<file path="config.mk">
export PLATFORM = sky130hd
export DESIGN_NAME = seven_segment_number_formatter_top
export DESIGN_NICKNAME = d
export VERILOG_FILES = /design/src/hw/rtl/ssnf_pkg.sv /design/src/hw/rtl/ssnf_ctrl.sv /design/src/hw/rtl/ssnf_dpath.sv /design/src/hw/rtl/seven_segment_number_formatter_top.sv
export SDC_FILE = /design/constraint.sdc
export NUM_CORES = 1
export LEC_CHECK = 0
export BUFFER_PORTS_ARGS = -buffer_cell sky130_fd_sc_hd__buf_2
export CAP_MARGIN = 10
export CELL_PAD_IN_SITES_DETAIL_PLACEMENT = 0
export CELL_PAD_IN_SITES_GLOBAL_PLACEMENT = 2
export CORE_MARGIN = 2
export CORE_UTILIZATION = 37
export CTS_BUF_LIST = sky130_fd_sc_hd__clkbuf_8
export DETAILED_ROUTE_END_ITERATION = 8
export PLACE_DENSITY_LB_ADDON = 0.05
export SYNTH_ARGS = -nofsm -noshare
export SYNTH_HDL_FRONTEND = slang
export SYNTH_HIERARCHICAL = 1
export SYNTH_SLANG_ARGS = --single-unit
</file>
<file path="constraint.sdc">
create_clock -name clk_i -period 23.5 [get_ports clk_i]
set_input_delay 4.7 -clock clk_i [delete_from_list [all_inputs] [get_ports clk_i]]
set_output_delay 4.7 -clock clk_i [all_outputs]
set_load 0.02 [all_outputs]
</file>
<file path="src/hw/rtl/ssnf_pkg.sv">
// ----------------------------------------------------------------------------
// Seven-segment number formatter package
// Shared types, register indexes, segment codes and divider sizing for the
// controller, the datapath and the top level.
// ----------------------------------------------------------------------------
`default_nettype none

package ssnf_pkg;

  // Display geometry.
  localparam int unsigned NUM_DIGITS_DEF = 8;
  localparam int unsigned STORE_DEPTH    = 8;
  localparam int unsigned SEG_W          = 8;

  // Configuration port.
  localparam int unsigned CFG_IDX_W  = 2;
  localparam int unsigned CFG_DATA_W = 8;
  localparam logic [CFG_IDX_W-1:0] CFG_DIGITS_IN_USE = 2'd0;
  localparam logic [CFG_IDX_W-1:0] CFG_POINT_MASK    = 2'd1;

  // Reset values of the registers.
  localparam logic [3:0]       DIGITS_RESET = 4'd8;
  localparam logic [SEG_W-1:0] POINTS_RESET = 8'h02;

  // Special segment patterns (active low).
  localparam logic [SEG_W-1:0] SEG_BLANK = 8'hff;
  localparam logic [SEG_W-1:0] SEG_MINUS = 8'h3f;

  // Radix divider: quotient bits retired per cycle and cycles per digit.
  localparam int unsigned DIV_W              = 32;
  localparam int unsigned DIV_BITS_PER_CYCLE = 8;
  localparam int unsigned DIV_CYCLES         = DIV_W / DIV_BITS_PER_CYCLE;

  // Request codes.
  typedef enum logic [1:0] {
    REQ_WRITE_ONE = 2'd0,
    REQ_WRITE_ALL = 2'd1,
    REQ_FORMAT    = 2'd2
  } req_e;

  // Controller states.
  typedef enum logic [2:0] {
    ST_IDLE,
    ST_DIV,
    ST_DIGIT,
    ST_PAD,
    ST_SIGN,
    ST_EMIT
  } state_e;

  // Commands from the controller to the datapath.
  typedef struct packed {
    logic load;
    logic div_step;
    logic put_digit;
    logic put_pad;
    logic put_sign;
  } cmd_t;

  // Status from the datapath to the controller.
  typedef struct packed {
    logic is_fmt;
    logic div_last;
    logic more_digits;
    logic pad_more;
  } status_t;

  // Hex digit to active-low segment pattern.
  function automatic logic [SEG_W-1:0] hex_seg(input logic [3:0] d);
    logic [SEG_W-1:0] s;
    unique case (d)
      4'h0: s = 8'hc0;
      4'h1: s = 8'hf9;
      4'h2: s = 8'ha4;
      4'h3: s = 8'hb0;
      4'h4: s = 8'h99;
      4'h5: s = 8'h92;
      4'h6: s = 8'h82;
      4'h7: s = 8'hf8;
      4'h8: s = 8'h80;
      4'h9: s = 8'h90;
      4'ha: s = 8'h88;
      4'hb: s = 8'h83;
      4'hc: s = 8'hc6;
      4'hd: s = 8'ha1;
      4'he: s = 8'h86;
      4'hf: s = 8'h8e;
      default: s = SEG_BLANK;
    endcase
    return s;
  endfunction

  // Pattern shown after reset for each digit.
  function automatic logic [SEG_W-1:0] reset_seg(input logic [2:0] k);
    logic [SEG_W-1:0] s;
    unique case (k)
      3'd1:    s = 8'hf9;
      3'd2:    s = 8'h89;
      default: s = SEG_BLANK;
    endcase
    return s;
  endfunction

endpackage

`default_nettype wire

</file>
<file path="src/hw/rtl/ssnf_ctrl.sv">
// ----------------------------------------------------------------------------
// Seven-segment number formatter controller
// Sequences one request: load, digit division and writes, padding, sign,
// and the one-cycle result strobe.
// ----------------------------------------------------------------------------
`default_nettype none

module ssnf_ctrl (
  input  wire logic             clk_i,
  input  wire logic             rst_ni,
  input  wire logic             start,
  input  ssnf_pkg::status_t     status_i,
  output ssnf_pkg::cmd_t        cmd_o,
  output logic                  busy,
  output logic                  result_valid_o
);

  ssnf_pkg::state_e state_q, state_d;

  // State register.
  always_ff @(posedge clk_i or negedge rst_ni) begin
    if (!rst_ni) begin
      state_q <= ssnf_pkg::ST_IDLE;
    end else begin
      state_q <= state_d;
    end
  end

  // Next state and commands.
  always_comb begin
    state_d = state_q;
    cmd_o   = '0;
    unique case (state_q)
      ssnf_pkg::ST_IDLE: begin
        if (start) begin
          cmd_o.load = 1'b1;
          state_d    = status_i.is_fmt ? ssnf_pkg::ST_DIV : ssnf_pkg::ST_EMIT;
        end
      end
      ssnf_pkg::ST_DIV: begin
        cmd_o.div_step = 1'b1;
        if (status_i.div_last) begin
          state_d = ssnf_pkg::ST_DIGIT;
        end
      end
      ssnf_pkg::ST_DIGIT: begin
        cmd_o.put_digit = 1'b1;
        state_d = status_i.more_digits ? ssnf_pkg::ST_DIV : ssnf_pkg::ST_PAD;
      end
      ssnf_pkg::ST_PAD: begin
        if (status_i.pad_more) begin
          cmd_o.put_pad = 1'b1;
        end else begin
          state_d = ssnf_pkg::ST_SIGN;
        end
      end
      ssnf_pkg::ST_SIGN: begin
        cmd_o.put_sign = 1'b1;
        state_d        = ssnf_pkg::ST_EMIT;
      end
      ssnf_pkg::ST_EMIT: begin
        state_d = ssnf_pkg::ST_IDLE;
      end
      default: begin
        state_d = ssnf_pkg::ST_IDLE;
      end
    endcase
  end

  assign busy           = (state_q != ssnf_pkg::ST_IDLE);
  assign result_valid_o = (state_q == ssnf_pkg::ST_EMIT);

endmodule

`default_nettype wire

</file>
<file path="src/hw/rtl/ssnf_dpath.sv">
// ----------------------------------------------------------------------------
// Seven-segment number formatter datapath
// Pattern store, configuration registers, radix divider and the field
// position counters, driven by the controller's commands.
// ----------------------------------------------------------------------------
`default_nettype none

module ssnf_dpath #(
  parameter int unsigned NumDigits = ssnf_pkg::NUM_DIGITS_DEF
) (
  input  wire logic                              clk_i,
  input  wire logic                              rst_ni,
  // Configuration writes.
  input  wire logic                              cfg_we_i,
  input  wire logic [ssnf_pkg::CFG_IDX_W-1:0]    cfg_index_i,
  input  wire logic [ssnf_pkg::CFG_DATA_W-1:0]   cfg_data_i,
  // Request fields.
  input  wire logic [1:0]                        req_type_i,
  input  wire logic [63:0]                       pattern_word_i,
  input  wire logic [7:0]                        one_pattern_i,
  input  wire logic [2:0]                        digit_pos_i,
  input  wire logic signed [31:0]                number_i,
  input  wire logic [4:0]                        radix_i,
  input  wire logic [3:0]                        field_len_i,
  input  wire logic [2:0]                        first_pos_i,
  input  wire logic                              zero_pad_i,
  input  wire logic                              show_sign_i,
  // Controller link.
  input  ssnf_pkg::cmd_t                         cmd_i,
  output ssnf_pkg::status_t                      status_o,
  // Packed display.
  output logic [31:0]                            low_word_o,
  output logic [31:0]                            high_word_o
);

  localparam int unsigned DivCntW = $clog2(ssnf_pkg::DIV_CYCLES);
  localparam logic [3:0]  LimitCap = 4'(NumDigits);

  logic [ssnf_pkg::SEG_W-1:0] store_q [ssnf_pkg::STORE_DEPTH];
  logic [3:0]                 digits_q;
  logic [7:0]                 points_q;

  logic [ssnf_pkg::DIV_W-1:0] mag_q;
  logic [3:0]                 rem_q;
  logic [4:0]                 base_q;
  logic [3:0]                 len_q;
  logic [2:0]                 first_q;
  logic [3:0]                 pos_q;
  logic [3:0]                 cnt_q;
  logic                       pad_zero_q;
  logic                       sign_on_q;
  logic [ssnf_pkg::SEG_W-1:0] sign_seg_q;
  logic [DivCntW-1:0]         div_cnt_q;

  logic [3:0]                 limit;
  logic [4:0]                 base_sat;
  logic [3:0]                 len_sat;
  logic                       negate;
  logic [ssnf_pkg::DIV_W-1:0] mag_next;
  logic [3:0]                 rem_next;
  logic [3:0]                 sign_pos;

  logic                       wr_one;
  logic                       wr_all;
  logic [2:0]                 wr_addr;
  logic [ssnf_pkg::SEG_W-1:0] wr_data;

  // Digit limit: digits_in_use, capped at the display width.
  assign limit = (digits_q > LimitCap) ? LimitCap : digits_q;

  // Saturated request fields.
  always_comb begin
    if (radix_i < 5'd2) begin
      base_sat = 5'd2;
    end else if (radix_i > 5'd16) begin
      base_sat = 5'd16;
    end else begin
      base_sat = radix_i;
    end
    if (field_len_i == 4'd0) begin
      len_sat = 4'd1;
    end else if (field_len_i > 4'd8) begin
      len_sat = 4'd8;
    end else begin
      len_sat = field_len_i;
    end
  end

  assign negate = (base_sat == 5'd10) && show_sign_i && number_i[31];

  // Restoring division, several quotient bits per cycle. The remainder
  // stays below the base, so it fits in four bits between steps.
  always_comb begin
    logic [4:0] r5;
    logic       ge;
    mag_next = mag_q;
    rem_next = rem_q;
    for (int b = 0; b < int'(ssnf_pkg::DIV_BITS_PER_CYCLE); b++) begin
      r5       = {rem_next, mag_next[ssnf_pkg::DIV_W-1]};
      ge       = (r5 >= base_q);
      mag_next = {mag_next[ssnf_pkg::DIV_W-2:0], ge};
      rem_next = ge ? 4'(r5 - base_q) : r5[3:0];
    end
  end

  assign sign_pos = 4'({1'b0, first_q} + len_q - 4'd1);

  // Status for the controller.
  always_comb begin
    status_o.is_fmt      = (req_type_i == ssnf_pkg::REQ_FORMAT);
    status_o.div_last    = (div_cnt_q == DivCntW'(ssnf_pkg::DIV_CYCLES - 1));
    status_o.more_digits = (mag_q != '0) && ((cnt_q + 4'd1) < len_q)
                           && ((pos_q + 4'd1) < limit);
    status_o.pad_more    = (cnt_q < len_q) && (pos_q < limit);
  end

  // Store write selection.
  always_comb begin
    wr_one  = 1'b0;
    wr_all  = 1'b0;
    wr_addr = pos_q[2:0];
    wr_data = ssnf_pkg::hex_seg(rem_q);
    if (cmd_i.load) begin
      unique case (req_type_i)
        ssnf_pkg::REQ_WRITE_ONE: begin
          wr_one  = 1'b1;
          wr_addr = digit_pos_i;
          wr_data = one_pattern_i;
        end
        ssnf_pkg::REQ_WRITE_ALL: wr_all = 1'b1;
        default: ;
      endcase
    end else if (cmd_i.put_digit) begin
      wr_one = (pos_q < limit);
    end else if (cmd_i.put_pad) begin
      wr_one  = (pos_q < limit);
      wr_data = pad_zero_q ? ssnf_pkg::hex_seg(4'h0) : ssnf_pkg::SEG_BLANK;
    end else if (cmd_i.put_sign) begin
      wr_one  = sign_on_q && (sign_pos < limit);
      wr_addr = sign_pos[2:0];
      wr_data = sign_seg_q;
    end
  end

  // Pattern store and configuration registers.
  always_ff @(posedge clk_i or negedge rst_ni) begin
    if (!rst_ni) begin
      for (int k = 0; k < int'(ssnf_pkg::STORE_DEPTH); k++) begin
        store_q[k] <= ssnf_pkg::reset_seg(3'(k));
      end
      digits_q <= ssnf_pkg::DIGITS_RESET;
      points_q <= ssnf_pkg::POINTS_RESET;
    end else begin
      if (wr_all) begin
        for (int k = 0; k < int'(ssnf_pkg::STORE_DEPTH); k++) begin
          store_q[k] <= pattern_word_i[8*k +: 8];
        end
      end else if (wr_one) begin
        store_q[wr_addr] <= wr_data;
      end
      if (cfg_we_i) begin
        unique case (cfg_index_i)
          ssnf_pkg::CFG_DIGITS_IN_USE: digits_q <= cfg_data_i[3:0];
          ssnf_pkg::CFG_POINT_MASK:    points_q <= cfg_data_i;
          default: ;
        endcase
      end
    end
  end

  // Formatting working registers.
  always_ff @(posedge clk_i or negedge rst_ni) begin
    if (!rst_ni) begin
      div_cnt_q <= '0;
    end else if (cmd_i.load || cmd_i.put_digit) begin
      div_cnt_q <= '0;
    end else if (cmd_i.div_step) begin
      div_cnt_q <= div_cnt_q + DivCntW'(1);
    end
  end

  always_ff @(posedge clk_i) begin
    if (cmd_i.load) begin
      mag_q      <= negate ? (32'd0 - 32'(number_i)) : 32'(number_i);
      rem_q      <= '0;
      base_q     <= base_sat;
      len_q      <= len_sat;
      first_q    <= first_pos_i;
      pos_q      <= {1'b0, first_pos_i};
      cnt_q      <= '0;
      pad_zero_q <= zero_pad_i;
      sign_on_q  <= show_sign_i;
      sign_seg_q <= negate ? ssnf_pkg::SEG_MINUS : ssnf_pkg::SEG_BLANK;
    end else if (cmd_i.div_step) begin
      mag_q <= mag_next;
      rem_q <= rem_next;
    end else if (cmd_i.put_digit || cmd_i.put_pad) begin
      rem_q <= '0;
      pos_q <= pos_q + 4'd1;
      cnt_q <= cnt_q + 4'd1;
    end
  end

  // Packed display with inverted decimal points in bit 7 of each byte.
  always_comb begin
    for (int k = 0; k < 4; k++) begin
      low_word_o[8*k +: 8]  = {~points_q[k],     store_q[k][6:0]};
      high_word_o[8*k +: 8] = {~points_q[k + 4], store_q[k + 4][6:0]};
    end
  end

endmodule

`default_nettype wire

</file>
<file path="src/hw/rtl/seven_segment_number_formatter_top.sv">
// ----------------------------------------------------------------------------
// Seven-segment number formatter
// Keeps eight active-low digit patterns and formats integers into them.
// ----------------------------------------------------------------------------
// Usage:
//   A request is taken at a rising edge where start is high and busy is low.
//   req_type selects a single pattern write, an eight-pattern write, or
//   integer formatting in a base from 2 to 16. Every request produces one
//   result: both packed display words, shown for exactly one cycle with
//   result_valid_o high. The receiver cannot stall the result.
//   Pattern writes and unknown requests show the result in the cycle after
//   the transfer. Formatting runs the shared radix divider for each
//   extracted digit, eight quotient bits per divider step, then writes the
//   digit; it then writes each padded position, leaves padding, passes over
//   the sign position and shows the result. busy is high until the result
//   cycle has ended.
//   The configuration channel (cfg_valid_i / cfg_ready_o) is ready while the
//   block is idle; a transfer writes digits_in_use (index 0) or point_mask
//   (index 1).
//   Reset restores the power-up pattern, digits_in_use 8, point_mask 0x02.
// ----------------------------------------------------------------------------
`default_nettype none

module seven_segment_number_formatter_top #(
  parameter int unsigned NumDigits = ssnf_pkg::NUM_DIGITS_DEF
) (
  input  wire logic                              clk_i,
  input  wire logic                              rst_ni,
  // Configuration channel.
  input  wire logic                              cfg_valid_i,
  output logic                                   cfg_ready_o,
  input  wire logic [ssnf_pkg::CFG_IDX_W-1:0]    cfg_index_i,
  input  wire logic [ssnf_pkg::CFG_DATA_W-1:0]   cfg_data_i,
  // Request channel.
  input  wire logic                              start,
  output logic                                   busy,
  input  wire logic [1:0]                        req_type_i,
  input  wire logic [63:0]                       pattern_word_i,
  input  wire logic [7:0]                        one_pattern_i,
  input  wire logic [2:0]                        digit_pos_i,
  input  wire logic signed [31:0]                number_i,
  input  wire logic [4:0]                        radix_i,
  input  wire logic [3:0]                        field_len_i,
  input  wire logic [2:0]                        first_pos_i,
  input  wire logic                              zero_pad_i,
  input  wire logic                              show_sign_i,
  // Result channel.
  output logic                                   result_valid_o,
  output logic [31:0]                            low_word_o,
  output logic [31:0]                            high_word_o
);

  ssnf_pkg::cmd_t    cmd;
  ssnf_pkg::status_t status;

  // Registers only change while no request is in progress.
  assign cfg_ready_o = !busy;

  // Sequencer.
  ssnf_ctrl u_ctrl (
    .clk_i          (clk_i),
    .rst_ni         (rst_ni),
    .start          (start),
    .status_i       (status),
    .cmd_o          (cmd),
    .busy           (busy),
    .result_valid_o (result_valid_o)
  );

  // Store, registers and divider.
  ssnf_dpath #(
    .NumDigits (NumDigits)
  ) u_dpath (
    .clk_i          (clk_i),
    .rst_ni         (rst_ni),
    .cfg_we_i       (cfg_valid_i && cfg_ready_o),
    .cfg_index_i    (cfg_index_i),
    .cfg_data_i     (cfg_data_i),
    .req_type_i     (req_type_i),
    .pattern_word_i (pattern_word_i),
    .one_pattern_i  (one_pattern_i),
    .digit_pos_i    (digit_pos_i),
    .number_i       (number_i),
    .radix_i        (radix_i),
    .field_len_i    (field_len_i),
    .first_pos_i    (first_pos_i),
    .zero_pad_i     (zero_pad_i),
    .show_sign_i    (show_sign_i),
    .cmd_i          (cmd),
    .status_o       (status),
    .low_word_o     (low_word_o),
    .high_word_o    (high_word_o)
  );

  // An accepted request always makes the block busy in the next cycle.
  assert property (@(posedge clk_i) disable iff (!rst_ni)
    (start && !busy) |=> busy)
    else $error("request transfer did not raise busy");

  // The result strobe lasts one cycle and ends the request.
  assert property (@(posedge clk_i) disable iff (!rst_ni)
    result_valid_o |=> (!result_valid_o && !busy))
    else $error("result strobe not followed by idle");

  // A result is only shown while a request is in progress.
  assert property (@(posedge clk_i) disable iff (!rst_ni)
    result_valid_o |-> busy)
    else $error("result strobe outside a request");

endmodule

`default_nettype wire

</file>
==> summary.md <==
| Metric | Value |
|---|---|
| Die area | ~27,000 µm² |
| Synth area leaders | edfxtp_1, dfstp_2, ha_1, dfrtp_1, nor2_1 |
| Critical path's slowest cell | edfxtp_1 |
| Initial antenna violation count | 1 |
| Total track usage | between 10% and 20% |
| Core footprint | around 25,000 µm² |
| # hold bufs at CTS | 0 |
| Number of global-route vias before repair | 7,583 |
| Met3 Use GR | roughly 3.3% |
| Crit path largest cell delay | between 0.7 and 0.8 ns |
| Gates resized, CTS repair | 0 |
| Final min period | about 14 ns |
| Post-DR vias/cell | ~5.1 |
| H-tree levels | 4 |
| Final HPWL from detailed placement | slightly below 20,000 µm |
| Final setup violation count | 0 |
| Finished Layout Cells | around 1,500 |
| Synth Warn # | 6 |
| Top-level port count | approximately 200 |
| CP dominant cell by count | a21o_1 |
| Die Y-Extent | roughly 160 µm |
| Overflow after GRT | 0 |
| Count of state elements after synthesis | 139 |
| WL per Instance | about 17 µm |
| Sequential area share after synthesis | 39.47% |
| Netlist cell types | 69 |
| CP max FO | 12 |
| Synthesized cell area | ~9400 µm² |
| RSZ-0062 raised after global routing | no |
| Setup TNS | 0 ns |
| Ys async rst share | between 50% and 60% |
| Nets | about 1,400 |
| Pins Over Slew Limit | 0 |
| Slew @ Worst Pin | 0.9563 ns |
| First-pass GRT wire length | roughly 41,000 µm |
| GR peak layer | met2 |
| Crit. End Element | register |
| Drt total wl | 25,880 µm |
| Fraction of layout cells with a size suffix above 1 | 26.79% |
| Clk slew on worst S/H paths | about 0.08 ns |
| Starting density of the core | between 30 and 40% |
| Ant diodes | 0 |
| Post-CTS Setup Bufs | 0 |
| R2r startpoint | u_dpath/base_q[1] |
| DRT Pass-1 Iters | 7 |
| Cell row count | just under 60 |
| Largest net degree at the start of global routing | 77 |
| CP arrival | 14.73 ns |
| Tcrit/Tclk final | 61.14% |
| Hold violation total from the final report | 0 |
| Skew-Pair Late Insertion Delay | between 0.4 and 0.5 ns |
| Port buffer count | 194 |
| Vias | just under 8,000 |
| Final Wtd Congestion | roughly 0.77 |
| Max_slew headroom | a little over a third |
| Top_reg_cell synth | dfstp_2 |
| 1st-iter DRT viols | 509 |
| Worst EP required | 23.86 ns |
| GRT met2 Usage | around a third |
| GR Layer Usage met1 | about 27% |
| Worst R2R Setup Slack | 9.13 ns |
| Top cell type's share of synthesized area | between 10% and 20% |
| TritonCTS buffer count | 17 |
| CP startpoint kind | register |
| Setup crit start | u_dpath/base_q[1] |
| Largest area contributor in the netlist | edfxtp_1 |
| Post-DRT Antenna Nets | 0 |
| CTS sink count | approximately 140 |
| Fmax | ~70 MHz |
| Residual DRC count | 0 |
| Outcome | finished, final reports clean |
| DP Area | 10,670 µm² |
| Inst Count DP | between 1,500 and 2,000 |
| Hold crit path type | reg -> reg |
| Post-Synthesis Cells | about 1,000 |
| CTS tree | built |
| Synthesized area per cell | a little over 9 µm² |
| Layout area overhead | 18.07% |
| Final Instance Area | about 11,000 µm² |
| CTS Root Cell | clkbuf_8 |
| Max Cap Viol | 0 |
| Skew final | roughly 0.016 ns |
| Clock Tree Buf Depth | 2 |
| Hold wc startpoint | u_dpath/low_word_o[26] |
| Post-synth EDFFs | 50 |
| Syn_nets | roughly 1,200 |
| Setup CP Type | reg -> reg |
| Die span in x | about 160 µm |
| Filler cells | between 2,000 and 3,000 |
-- through the flow --
stage,utilization (%),setup slack (ns),hold WS [ns]
finish,44.35,9.132,0.4686
global route,44.35,7.817,0.4860
CTS,44.35,9.029,0.4710
detailed placement,42.62,9.066,0.4581
global placement,42.62,9.092,0.4537
floorplan,-,11.51,0.4794
-- cells in the mapped netlist, drive strengths merged, types with 2 or more instances --
cell type	n
nand3b	3
or3	4
dfrtp	22
xor2	24
a211o	4
or3b	2
inv	71
dfxtp	16
nand2b	10
nand4	2
o21ai	46
edfxtp	50
a21boi	2
ha	69
fa	9
mux2	26
a22oi	6
mux2i	17
nor3b	6
or2	4
o31ai	54
nor4	10
buf	8
a21oi	73
o22ai	2
o221ai	7
xnor2	31
a21o	35
o41ai	5
and2	7
clkbuf	31
nor2b	14
a32o	2
and3	6
nand2	100
a31oi	7
o21a	8
or4	3
a22o	2
nor3	15
nand3	6
a211oi	5
nor2	133
o32ai	2
dfstp	51
-- cell type report --
cell class	instances	area (µm²)	area share, %
Timing Repair Buffer	199	1008	9.082
Clock inverter	15	198.9	1.792
Clock buffer	17	234.0	2.107
Tap cell	330	412.9	3.718
Inverter	72	270.3	2.434
Sequential cell	139	3712	33.43
Multi-Input combinational cell	771	5268	47.44
-- per-layer routing --
layer | up-vias | routed length, µm
li1 | 3981 | -
met4 | 2 | 210
met3 | 16 | 1270
met5 | - | 11
met2 | 193 | 12000
met1 | 3684 | 12390
-- critical path: cells and delay by family (launching register included) --
| family | cells | cell delay (ns) |
|---|---|---|
| multiplexers | 3 | 1.09 |
| flip-flops | 1 | 0.76 |
| AND/OR/NAND/NOR | 10 | 2.06 |
| AO/OA/AOI/OAI | 32 | 6.80 |
| adder cells (fa/ha/maj) | 9 | 2.76 |
| buffers and inverters | 4 | 0.76 |
-- worst paths after layout --
path | endpoint | cells after the start
worst max-delay path | register | 58
worst min-delay path | u_dpath/low_word_o[26] | 2
worst max register to register | register | 58
worst min register to register | u_dpath/low_word_o[26] | 2
max in group asynchronous | u_dpath/low_word_o[21] | 2
min in group asynchronous | u_dpath/points_q[5] | 2
-- sequential cells by signal, summed over array words and instances, names as in the netlist, named ones only --
| name | count |
|---|---|
| u_ctrl/state_q | 3 |
| u_dpath/base_q | 5 |
| u_dpath/cnt_q | 4 |
| u_dpath/digits_q | 4 |
| u_dpath/div_cnt_q | 2 |
| u_dpath/first_q | 3 |
| u_dpath/high_word_o | 28 |
| u_dpath/len_q | 4 |
| u_dpath/low_word_o | 28 |
| u_dpath/mag_q | 32 |
| u_dpath/pad_zero_q | 1 |
| u_dpath/points_q | 8 |
| u_dpath/pos_q | 4 |
| u_dpath/rem_q | 4 |
| u_dpath/sign_on_q | 1 |
| u_dpath/sign_seg_q | 1 |
-- cell usage in the layout, fill, tap and decap left out, drive strengths merged, types with 3 or more instances in the layout --
cell type,instances
nor3,15
a31oi,7
nand2b,10
and2,7
a21o,35
or4,3
dfstp,51
clkbuf,17
nor2b,14
o21a,8
dfxtp,16
o21ai,46
mux2i,17
xor2,24
o31ai,54
or2,4
mux2,26
nor2,133
o41ai,5
nand3,6
nor3b,6
dfrtp,22
fa,9
or3,4
xnor2,31
buf,199
a211o,4
nand3b,3
nand2,100
clkinv,7
edfxtp,50
a21oi,73
o221ai,7
inv,76
a211oi,5
a22oi,6
and3,6
nor4,10
ha,69
bufinv,4
-- cells by family after synthesis --
logic type / count (synthesis) / share of synthesized area [%]
flip-flops: 139 / 39.47
AO/OA/AOI/OAI: 265 / 18.40
AND/OR/NAND/NOR: 330 / 16.34
XOR/XNOR: 55 / 5.122
buffers and inverters: 111 / 4.656
adder cells (fa/ha/maj): 78 / 11.09
multiplexers: 43 / 4.922
Power is not shown: default switching activity piles up to over one toggle a cycle in this logic, so the estimate is an artifact.
